`config.mk`:
```
export PLATFORM = sky130hd
export DESIGN_NAME = front_panel_mode_selector_core
export DESIGN_NICKNAME = d
export VERILOG_FILES = /design/src/sv/fpms_pkg.sv /design/src/sv/fpms_cfg.sv /design/src/sv/fpms_logic.sv /design/src/sv/front_panel_mode_selector_core.sv
export SDC_FILE = /design/constraint.sdc
export NUM_CORES = 1
export LEC_CHECK = 0
export BUFFER_PORTS_ARGS = -buffer_cell sky130_fd_sc_hd__buf_2
export CORE_MARGIN = 1.5
export CORE_UTILIZATION = 55
export DETAILED_ROUTE_END_ITERATION = 8
export MAX_ROUTING_LAYER = met4
export PLACE_DENSITY_LB_ADDON = 0.1
export SYNTH_ARGS = -nofsm -noshare
export SYNTH_HDL_FRONTEND = slang
export SYNTH_SLANG_ARGS = --single-unit
```
`constraint.sdc`:
```
create_clock -name clk -period 5.1 [get_ports clk]
set_input_delay 0.51 -clock clk [delete_from_list [all_inputs] [get_ports clk]]
set_output_delay 0.51 -clock clk [all_outputs]
set_load 0.02 [all_outputs]
```
`src/sv/fpms_pkg.sv`:
```
// ----------------------------------------------------------------------------
// fpms_pkg: shared types and constants for the front panel mode selector
// Request and result layouts, register indexes, mode codes and reset values.
// ----------------------------------------------------------------------------
package fpms_pkg;

	localparam int TIME_W  = 32;
	localparam int BYTE_W  = 8;
	localparam int CODE_W  = 3;
	localparam int CFG_IDX_W = 3;
	localparam int CFG_DATA_W = 32;

	// configuration register indexes
	localparam logic [CFG_IDX_W-1:0] REG_BOOT_TIME        = 3'd0;
	localparam logic [CFG_IDX_W-1:0] REG_STARTUP_WINDOW   = 3'd1;
	localparam logic [CFG_IDX_W-1:0] REG_RESET_POLL_LIMIT = 3'd2;
	localparam logic [CFG_IDX_W-1:0] REG_STEP_HOLDOFF     = 3'd3;

	// register reset values
	localparam logic [TIME_W-1:0] BOOT_TIME_RST        = '0;
	localparam logic [BYTE_W-1:0] STARTUP_WINDOW_RST   = 8'd12;
	localparam logic [BYTE_W-1:0] RESET_POLL_LIMIT_RST = 8'd10;
	localparam logic [BYTE_W-1:0] STEP_HOLDOFF_RST     = 8'd3;

	localparam logic [BYTE_W-1:0] HELD_COUNT_MAX = 8'd255;

	// mode codes
	localparam logic [CODE_W-1:0] MODE_NONE    = 3'd0;
	localparam logic [CODE_W-1:0] MODE_AUTO    = 3'd1;
	localparam logic [CODE_W-1:0] MODE_MANUAL  = 3'd2;
	localparam logic [CODE_W-1:0] MODE_FLASH   = 3'd3;
	localparam logic [CODE_W-1:0] MODE_ALLRED  = 3'd4;
	localparam logic [CODE_W-1:0] MODE_STEP    = 3'd5;

	typedef struct packed {
		logic [TIME_W-1:0] now_seconds;
		logic              step_key_n;
		logic              flash_key_n;
		logic              auto_key_n;
		logic              manual_key_n;
		logic              allred_key_n;
	} poll_t;

	typedef struct packed {
		logic [CODE_W-1:0] mode_code;
		logic              lamps_write;
		logic              step_lamp;
		logic              flash_lamp;
		logic              auto_lamp;
		logic              manual_lamp;
		logic              allred_lamp;
		logic              factory_reset;
	} result_t;

	typedef struct packed {
		logic [TIME_W-1:0] boot_time;
		logic [BYTE_W-1:0] startup_window;
		logic [BYTE_W-1:0] reset_poll_limit;
		logic [BYTE_W-1:0] step_holdoff;
	} cfg_t;

endpackage

```
`src/sv/fpms_cfg.sv`:
```
// ----------------------------------------------------------------------------
// fpms_cfg: configuration register file
// Four writable registers, decoded by index; unknown indexes are dropped.
// ----------------------------------------------------------------------------
module fpms_cfg (
	input  logic                            clk,
	input  logic                            arst_n,
	input  logic                            wr_en,
	input  logic [fpms_pkg::CFG_IDX_W-1:0]  wr_index,
	input  logic [fpms_pkg::CFG_DATA_W-1:0] wr_data,
	output fpms_pkg::cfg_t                  cfg
);

	fpms_pkg::cfg_t cfg_q;

	always_ff @(posedge clk or negedge arst_n) begin
		if (!arst_n) begin
			cfg_q.boot_time        <= fpms_pkg::BOOT_TIME_RST;
			cfg_q.startup_window   <= fpms_pkg::STARTUP_WINDOW_RST;
			cfg_q.reset_poll_limit <= fpms_pkg::RESET_POLL_LIMIT_RST;
			cfg_q.step_holdoff     <= fpms_pkg::STEP_HOLDOFF_RST;
		end else if (wr_en) begin
			case (wr_index)
				fpms_pkg::REG_BOOT_TIME: begin
					cfg_q.boot_time <= wr_data[fpms_pkg::TIME_W-1:0];
				end
				fpms_pkg::REG_STARTUP_WINDOW: begin
					cfg_q.startup_window <= wr_data[fpms_pkg::BYTE_W-1:0];
				end
				fpms_pkg::REG_RESET_POLL_LIMIT: begin
					cfg_q.reset_poll_limit <= wr_data[fpms_pkg::BYTE_W-1:0];
				end
				fpms_pkg::REG_STEP_HOLDOFF: begin
					cfg_q.step_holdoff <= wr_data[fpms_pkg::BYTE_W-1:0];
				end
				default: begin
				end
			endcase
		end
	end

	assign cfg = cfg_q;

endmodule

```
`src/sv/fpms_logic.sv`:
```
// ----------------------------------------------------------------------------
// fpms_logic: mode flags, held-key counter and per-poll decision
// Computes the result for the staged poll and commits state when it moves on.
// ----------------------------------------------------------------------------
module fpms_logic (
	input  logic               clk,
	input  logic               arst_n,
	input  logic               fire,
	input  fpms_pkg::poll_t    poll,
	input  fpms_pkg::cfg_t     cfg,
	output fpms_pkg::result_t  result
);

	logic                        auto_q, manual_q, flash_q, allred_q, step_q;
	logic [fpms_pkg::BYTE_W-1:0] held_q;
	logic [fpms_pkg::TIME_W-1:0] last_step_q;

	logic                        auto_d, manual_d, flash_d, allred_d, step_d;
	logic [fpms_pkg::BYTE_W-1:0] held_d;
	logic                        last_step_we;

	logic [fpms_pkg::TIME_W-1:0] since_boot;
	logic [fpms_pkg::TIME_W-1:0] since_step;
	logic                        in_window;
	logic                        holdoff_ok;
	logic                        step_k, flash_k, auto_k, manual_k, allred_k;
	logic [fpms_pkg::CODE_W-1:0] code;

	assign step_k   = !poll.step_key_n;
	assign flash_k  = !poll.flash_key_n;
	assign auto_k   = !poll.auto_key_n;
	assign manual_k = !poll.manual_key_n;
	assign allred_k = !poll.allred_key_n;

	assign since_boot = poll.now_seconds - cfg.boot_time;
	assign since_step = poll.now_seconds - last_step_q;
	assign in_window  = since_boot < {{(fpms_pkg::TIME_W-fpms_pkg::BYTE_W){1'b0}},
		cfg.startup_window};
	assign holdoff_ok = since_step > {{(fpms_pkg::TIME_W-fpms_pkg::BYTE_W){1'b0}},
		cfg.step_holdoff};

	always_comb begin
		auto_d       = auto_q;
		manual_d     = manual_q;
		flash_d      = flash_q;
		allred_d     = allred_q;
		step_d       = step_q;
		held_d       = held_q;
		last_step_we = 1'b0;
		code         = fpms_pkg::MODE_NONE;
		result       = '0;

		if (in_window) begin
			if (flash_k && held_q != fpms_pkg::HELD_COUNT_MAX) begin
				held_d = held_q + 8'd1;
			end
			result.factory_reset = held_d >= cfg.reset_poll_limit;
		end else begin
			if (auto_q) begin
				if (manual_k) begin
					auto_d   = 1'b0;
					manual_d = 1'b1;
					code     = fpms_pkg::MODE_MANUAL;
				end
			end else if (manual_q) begin
				if (auto_k) begin
					auto_d   = 1'b1;
					manual_d = 1'b0;
					flash_d  = 1'b0;
					step_d   = 1'b0;
					allred_d = 1'b0;
					code     = fpms_pkg::MODE_AUTO;
				end else if (flash_k) begin
					flash_d  = 1'b1;
					step_d   = 1'b0;
					allred_d = 1'b0;
					code     = fpms_pkg::MODE_FLASH;
				end else if (allred_k) begin
					allred_d = 1'b1;
					flash_d  = 1'b0;
					step_d   = 1'b0;
					code     = fpms_pkg::MODE_ALLRED;
				end else if (step_k && !flash_q && !allred_q && holdoff_ok) begin
					last_step_we = 1'b1;
					step_d       = 1'b1;
					code         = fpms_pkg::MODE_STEP;
				end
			end
			// every accepted key writes all five lamps from the new flags
			if (code != fpms_pkg::MODE_NONE) begin
				result.mode_code   = code;
				result.lamps_write = 1'b1;
				result.step_lamp   = step_d;
				result.flash_lamp  = flash_d;
				result.auto_lamp   = auto_d;
				result.manual_lamp = manual_d;
				result.allred_lamp = allred_d;
			end
		end
	end

	always_ff @(posedge clk or negedge arst_n) begin
		if (!arst_n) begin
			auto_q      <= 1'b1;
			manual_q    <= 1'b0;
			flash_q     <= 1'b0;
			allred_q    <= 1'b0;
			step_q      <= 1'b0;
			held_q      <= '0;
			last_step_q <= '0;
		end else if (fire) begin
			auto_q   <= auto_d;
			manual_q <= manual_d;
			flash_q  <= flash_d;
			allred_q <= allred_d;
			step_q   <= step_d;
			held_q   <= held_d;
			if (last_step_we) begin
				last_step_q <= poll.now_seconds;
			end
		end
	end

	// auto and manual are never on together
	a_mode_excl: assert property (@(posedge clk) disable iff (!arst_n)
		!(auto_q && manual_q))
		else $error("auto and manual flags both set");

	// flashing and all-red are never on together
	a_flash_allred_excl: assert property (@(posedge clk) disable iff (!arst_n)
		!(flash_q && allred_q))
		else $error("flashing and all-red flags both set");

	// an accepted step records its poll time
	a_step_time: assert property (@(posedge clk) disable iff (!arst_n)
		fire && last_step_we |=> last_step_q == $past(poll.now_seconds))
		else $error("step time not captured");

	// held counter never changes outside the startup window
	a_held_window: assert property (@(posedge clk) disable iff (!arst_n)
		fire && !in_window |=> $stable(held_q))
		else $error("held counter moved outside window");

endmodule

```
`src/sv/front_panel_mode_selector_core.sv`:
```
// ----------------------------------------------------------------------------
// front_panel_mode_selector_core: front panel key poller and mode selector
// Takes key polls, tracks panel mode and startup factory-reset key holds.
//
//   channel  direction  handshake           payload
//   in       request    in_valid/in_stall   in_data   (fpms_pkg::poll_t)
//   out      result     out_valid/out_stall out_data  (fpms_pkg::result_t)
//   cfg      write      cfg_valid/cfg_ready cfg_index, cfg_data
//
// One request per cycle, sustained while out_stall is low. A request held in the
// input register is decided in one pass of shallow logic, and its result is
// loaded into the result register once that register is free.
// Mode flags and counters update as the request leaves the input register, so
// the following request sees them.
// out_stall holds the result register; the input register then fills and
// in_stall rises. Reset is asynchronous; cfg_ready is always high.
// ----------------------------------------------------------------------------
module front_panel_mode_selector_core (
	input  logic                            clk,
	input  logic                            arst_n,
	input  logic                            in_valid,
	output logic                            in_stall,
	input  fpms_pkg::poll_t                 in_data,
	output logic                            out_valid,
	input  logic                            out_stall,
	output fpms_pkg::result_t               out_data,
	input  logic                            cfg_valid,
	output logic                            cfg_ready,
	input  logic [fpms_pkg::CFG_IDX_W-1:0]  cfg_index,
	input  logic [fpms_pkg::CFG_DATA_W-1:0] cfg_data
);

	fpms_pkg::cfg_t    cfg;
	fpms_pkg::poll_t   poll_s1;
	logic              valid_s1;
	fpms_pkg::result_t result;
	fpms_pkg::result_t result_q;
	logic              out_valid_q;

	logic out_free;  // result register can take a new value
	logic fire;      // staged request moves to the result register
	logic load;      // new request accepted

	assign cfg_ready = 1'b1;

	assign out_free = !out_valid_q || !out_stall;
	assign fire     = valid_s1 && out_free;
	assign in_stall = valid_s1 && !out_free;
	assign load     = in_valid && !in_stall;

	fpms_cfg u_cfg (
		.clk      (clk),
		.arst_n   (arst_n),
		.wr_en    (cfg_valid && cfg_ready),
		.wr_index (cfg_index),
		.wr_data  (cfg_data),
		.cfg      (cfg)
	);

	fpms_logic u_logic (
		.clk    (clk),
		.arst_n (arst_n),
		.fire   (fire),
		.poll   (poll_s1),
		.cfg    (cfg),
		.result (result)
	);

	// input register
	always_ff @(posedge clk or negedge arst_n) begin
		if (!arst_n) begin
			valid_s1 <= 1'b0;
		end else if (load) begin
			valid_s1 <= 1'b1;
		end else if (fire) begin
			valid_s1 <= 1'b0;
		end
	end

	always_ff @(posedge clk) begin
		if (load) begin
			poll_s1 <= in_data;
		end
	end

	// result register
	always_ff @(posedge clk or negedge arst_n) begin
		if (!arst_n) begin
			out_valid_q <= 1'b0;
		end else if (out_free) begin
			out_valid_q <= valid_s1;
		end
	end

	always_ff @(posedge clk) begin
		if (fire) begin
			result_q <= result;
		end
	end

	assign out_valid = out_valid_q;
	assign out_data  = result_q;

	// a stall on the input side only comes from a held result
	a_stall_cause: assert property (@(posedge clk) disable iff (!arst_n)
		in_stall |-> valid_s1 && out_valid_q && out_stall)
		else $error("input stalled without a held result");

	// factory reset never comes with a lamp write
	a_fr_no_write: assert property (@(posedge clk) disable iff (!arst_n)
		out_valid_q && out_data.factory_reset |-> !out_data.lamps_write)
		else $error("factory reset together with lamp write");

	// a lamp write carries a mode code, and only then
	a_write_code: assert property (@(posedge clk) disable iff (!arst_n)
		out_valid_q |->
			out_data.lamps_write == (out_data.mode_code != fpms_pkg::MODE_NONE))
		else $error("lamp write and mode code disagree");

endmodule

```
Yosys cells after proc, flatten, opt, wreduce, memory -nomap -nowiden --
Cells that the tools add are included.
Word-level totals: bits of input ports 77, flip-flop bits (word level) 150, word-level logic and storage cells 110
Operators by class: bitwise gates (word level) 2, equal/unequal tests 4, order comparisons 3, reductions and logical operators 27, mux-type cells 44, add/subtract/negate cells 3
Operators by type and width (number):
- subtractor 32 bit | 2
- 2-to-1 mux 1 bit | 33
- > comparator 32 x 8 -> 1 bit | 1
- less-than comparator 32 x 8 -> 1 bit | 1
- 2-to-1 mux 3 bit | 7
- 2-to-1 mux 8 bit | 2
- AND reduction 2 bit | 7
- adder 8 x 1 -> 8 bit, second input constant | 1
- greater-or-equal comparator 8 bit | 1
- logical NOT 1 bit | 8
- inequality test 8 bit, second input constant | 1
- logical AND 1 bit | 7
- equality test 3 x 2 -> 1 bit, second input constant | 2
- 2-to-1 mux 6 bit | 1
- equality test 3 x 1 -> 1 bit, second input constant | 1
- logical NOT 3 bit | 1
- nonzero test 3 bit | 1
- 2-to-1 mux 2 bit | 1
- NOT 1 bit | 2
- nonzero test 2 bit | 1
- OR reduction 2 bit | 1
- logical OR 1 bit | 1

Logic depth before layout (Yosys ltp) --
depth after elaboration 14, depth in mapped cells 22, mapped depth without buffers 20

Cells and area by module --
Synthesis repeated with hierarchy kept, for this count alone.
Second synthesis, totals: cell total of the unflattened synthesis 1066, area, all modules 10492.6 um2
Modules (own cells, without submodules):
- fpms_logic | cells each 888, times used 1, area each 6841.6 um2
- fpms_cfg | cells each 121, times used 1, area each 2135.8 um2
- front_panel_mode_selector_core | cells each 57, times used 1, area each 1515.2 um2

Worst setup path before layout --
OpenSTA, ideal clock, no wires.
kind register to register, start point register poll_s1[8] (netlist name), end point register u_logic.last_step_q[10] (netlist name), buffers on the path 2, path slack 0.213 ns, data arrival time 4.761 ns, setup time 0.125 ns, stages on the path, launching flop included 22, cells stage by stage edfxtp_1 -> ha_1 -> a21o_1 -> a21oi_1 -> nand2_1 -> a21o_1 -> a21oi_1 -> xnor2_1 -> ha_1 -> a221oi_2 -> nand3_1 -> nand4bb_1 -> or4_1 -> or4_1 -> nor4_2 -> nand4_1 -> nor4_4 -> nor2_2 -> and3_1 -> buf_6 -> buf_6 -> mux2_4
On the way: cells in the longest elaborated chain, start to end 11
RTL lines:
- from (decl) | line front_panel_mode_selector_core.sv:34 | fpms_pkg::poll_t poll_s1;
- from (signal assigned) | line front_panel_mode_selector_core.sv:82 | poll_s1 <= in_data;
- subtractor 32 bit | line fpms_logic.sv:36 | assign since_step = poll.now_seconds - last_step_q;
- > comparator 32 x 8 -> 1 bit | line fpms_logic.sv:39 | assign holdoff_ok = since_step > {{(fpms_pkg::TIME_W-fpms_pkg::BYTE_W){1'b0}},
- logical AND 1 bit | line fpms_logic.sv:83 | end else if (step_k && !flash_q && !allred_q && holdoff_ok) begin
- 2-to-1 mux 1 bit | line fpms_logic.sv:83
- 2-to-1 mux 1 bit | line fpms_logic.sv:78 | end else if (allred_k) begin
- 2-to-1 mux 1 bit | line fpms_logic.sv:73 | end else if (flash_k) begin
- 2-to-1 mux 1 bit | line fpms_logic.sv:66 | if (auto_k) begin
- 2-to-1 mux 1 bit | line fpms_logic.sv:65 | end else if (manual_q) begin
- 2-to-1 mux 1 bit | line fpms_logic.sv:59 | if (auto_q) begin
- 2-to-1 mux 1 bit (*) | line fpms_logic.sv:53 | if (in_window) begin
- AND reduction 2 bit (no line) (*)
- to (signal assigned) | line fpms_logic.sv:119 | last_step_q <= poll.now_seconds;
- to (decl) | line fpms_logic.sv:16 | logic [fpms_pkg::TIME_W-1:0] last_step_q;
Mark *: on every way between the ends. The rest lies on a longest branch, timed or not. A chain may end at the register's enable or synchronous reset.

Worst setup path in the final report --
start point register poll_s1[6] (netlist name), end point register u_logic.last_step_q[28] (netlist name)
Same word-level chain as after synthesis.

==> qor.txt <==
Leak - 5.07 nW
share of the synthesized area in the top cell type - 0.232
sequential element share of the synthesized area - 0.386
Period minus WS final - 4.82 ns
EDFF count, synth - 47
Nets - 1369
area delta synth->final - 13.3%
first-pass GRT wire length - 41800 um
Mapped Cells - 1114
end of the worst register-to-register path - u_logic.last_step_q[28]
TritonCTS buffer count - 17
final wirelength - 25800 um
ys flop type - dfrtp_1
Routed Antenna Nets - 0
Mean Syn Cell Area - 9.30 um2
mapped cell area - 10400 um2
Starting Density - 0.569
Ys Warns - 0
Max Buffers Root-to-Sink - 2
Worst Setup EP - u_logic.last_step_q[28]
maximum VDD drop - 0.000219 V
First-pass DRT Iterations - 5
Via density - 5.90
total gr overflow - 0
# diodes - 0
Worst EP required - 5.41 ns
worst reg2reg startpoint - poll_s1[6]
setup slack, reg-to-reg - 0.28 ns
Placed Cells - 1407
post-layout power - 4.07 mW
final core occ - 0.644
die area - 19700 um2
Tot GR Track Use - 0.277
Slew Limit Fails - 0
Final period util - 0.944
via count - 8529
DP Wirelength - 19100 um
Max Freq - 208 MHz
Final Skew - 0.00913 ns
unrepaired setup endpoints after global routing - false
count leader, synth - nand2_1
PwrDens - 347 nW/um2
final setup vio count - 0
Reg clk slew, reported paths - 0.06 ns
final hold viol count - 0
htree depth - 4
cell taking the most area after synthesis - dfrtp_1
relative slew slack - 0.301
status - finished, final reports clean
startpoint types - register
reg2reg path depth - 21
count of input and output buffers - 88
CTS tree - built
Die W - 140 um
Setup crit end kind - register
core box area - 18200 um2
crit path DAT - 5.13 ns
root buffer cell - clkbuf_16
FFs w/ async S/R, synth - 0.687
CP Max Fanout - 8
Syn Nets - 1279
Layout Cells excl Fill - 1446
crit path from - poll_s1[6]
CP Class - reg -> reg
worst slew pin tran - 1.05 ns
drt drc - 0
vias in the first global route - 8395
RD Place Congestion - 0.959
io pins - 90
worst hold margin - 0.219 ns
worst skew pair latency - 0.43 ns
initial antenna violation count - 0
share of layout cells above drive strength 1 - 0.182
height of the chip - 140 um
worst hold path type - in -> async
most frequent cells after synthesis - 115 x nand2_1, 106 x inv_1, 101 x o21ai_0
post-layout instance area - 11700 um2
Sink Count - 150
Max Cap Viol - 0
Yosys reg bits - 150
top post-synthesis cells by area - dfrtp_1 23%, edfxtp_1 14%, ha_1 10%
Yosys cell types - 84
Area after DPL - 11000 um2
initial drt markers - 599
drt wl/cell - 17.8 um
num rows - 49
largest net degree at the start of global routing - 72
==> through the flow <==
| stage | setup slack, ns | setup TNS (ns) |
|---|---|---|
| finish | 0.284 | 0 |
| CTS | 0.0398 | 0 |
| detailed placement | -0.0737 | -1.87 |
| floorplan | 0.213 | 0 |
| global placement | 0.0640 | 0 |
| global route | 0.0258 | 0 |
==> critical path: stages, from the launching register on <==
cell and delay (ns):
edfxtp_1 0.40, ha_1 0.28, nor2b_1 0.16, o2111ai_2 0.25
nand2_2 0.11, a21o_1 0.19, a21oi_2 0.14, xnor2_1 0.08
ha_1 0.19, a221oi_2 0.19, nand3_1 0.12, nand4bb_1 0.18
or4_1 0.40, or4_4 0.44, nor4_4 0.27, nand4_1 0.17
nor4_4 0.24, buf_4 0.18, nor2_2 0.04, and3_4 0.20
clkbuf_16 0.19, mux2_4 0.29
==> kinds of logic (layout without fill, tap and decap cells) <==
logic type	count (synthesis)	in the layout	share of synthesized area
DFF	150	150	0.386
and+or+nand+nor	315	315	0.148
buffers and inverters	141	244	0.0555
xor gates and xnor gates	49	49	0.0422
AOI/OAI and AO/OA	318	318	0.195
other	1	1	0.000362
muxes	52	52	0.0660
adders and majority gates	88	88	0.108
==> metal layers <==
metal / global-route usage / up-vias / routed length, um
li1: - / 4192 / -
met1: 0.360 / 4043 / 12000
met2: 0.441 / 247 / 11900
met3: 0.0544 / 47 / 1380
met4: 0.0820 / 0 / 497
met5: - / - / 0
==> area by class of cell <==
class / instances / area (um2)
fillers: 1523 / 6480
multi-input cells: 823 / 5860
flip-flops and latches: 150 / 4000
repair buffers: 105 / 622
clock buffers: 23 / 500
inverters: 107 / 402
well taps: 229 / 287
clock inverters: 9 / 66.3
==> worst min path at each step <==
stage,startpoint,end,depth (start not counted)
CTS,in_data[10],poll_s1[10],1
detailed placement,u_logic.last_step_q[24],u_logic.last_step_q[24],1
finish,arst_n,u_cfg.cfg[3],1
floorplan,arst_n,out_valid,0
global placement,valid_s1,out_valid,1
global route,in_data[11],poll_s1[11],1
==> cell usage in the layout (no fill, tap or decap), types with 9 or more instances in the layout <==
cell type	count
xnor2_1	31
ha_1	85
nor3_1	21
a211oi_1	10
buf_4	14
clkbuf_16	21
a21oi_1	84
nand4_1	19
edfxtp_1	47
nor2b_1	9
o21a_1	13
inv_1	105
buf_2	87
o211ai_1	9
nor2_1	64
mux2_4	28
xor2_1	17
mux2_2	18
nand2b_1	12
o21ai_0	101
nand2_1	113
dfrtp_1	96
a21o_1	16
nand3_1	23
==> power by group <==
part	switching, mW	leakage, nW	internal, mW
clock	0.515	0.275	0.697
combinational	0.841	3.03	0.557
sequential	0.0697	1.76	1.39
total	1.43	5.07	2.64
==> state kept, by name, indices dropped and copies added (netlist names) <==
register and flops:
u_logic.flash_q 1, u_logic.manual_q 1, u_logic.held_q 8, valid_s1 1, out_data 10, out_valid 1
u_cfg.cfg 56, u_logic.last_step_q 32, poll_s1 37, u_logic.step_q 1, u_logic.auto_q 1, u_logic.allred_q 1
==> timing repair <==
| action | 4_1_cts | 5_1_grt |
|---|---|---|
| gates resized for setup | 1 | 11 |
| gates cloned | 0 | 3 |
| pin swaps | 1 | 11 |
| hold buffers | 0 | 0 |
| hold endpoints to repair | 0 | 0 |
| buffers inserted | 0 | 4 |
| endpoints found under the setup margin | 37 | 52 |
Power figures use the tool's default switching activity.
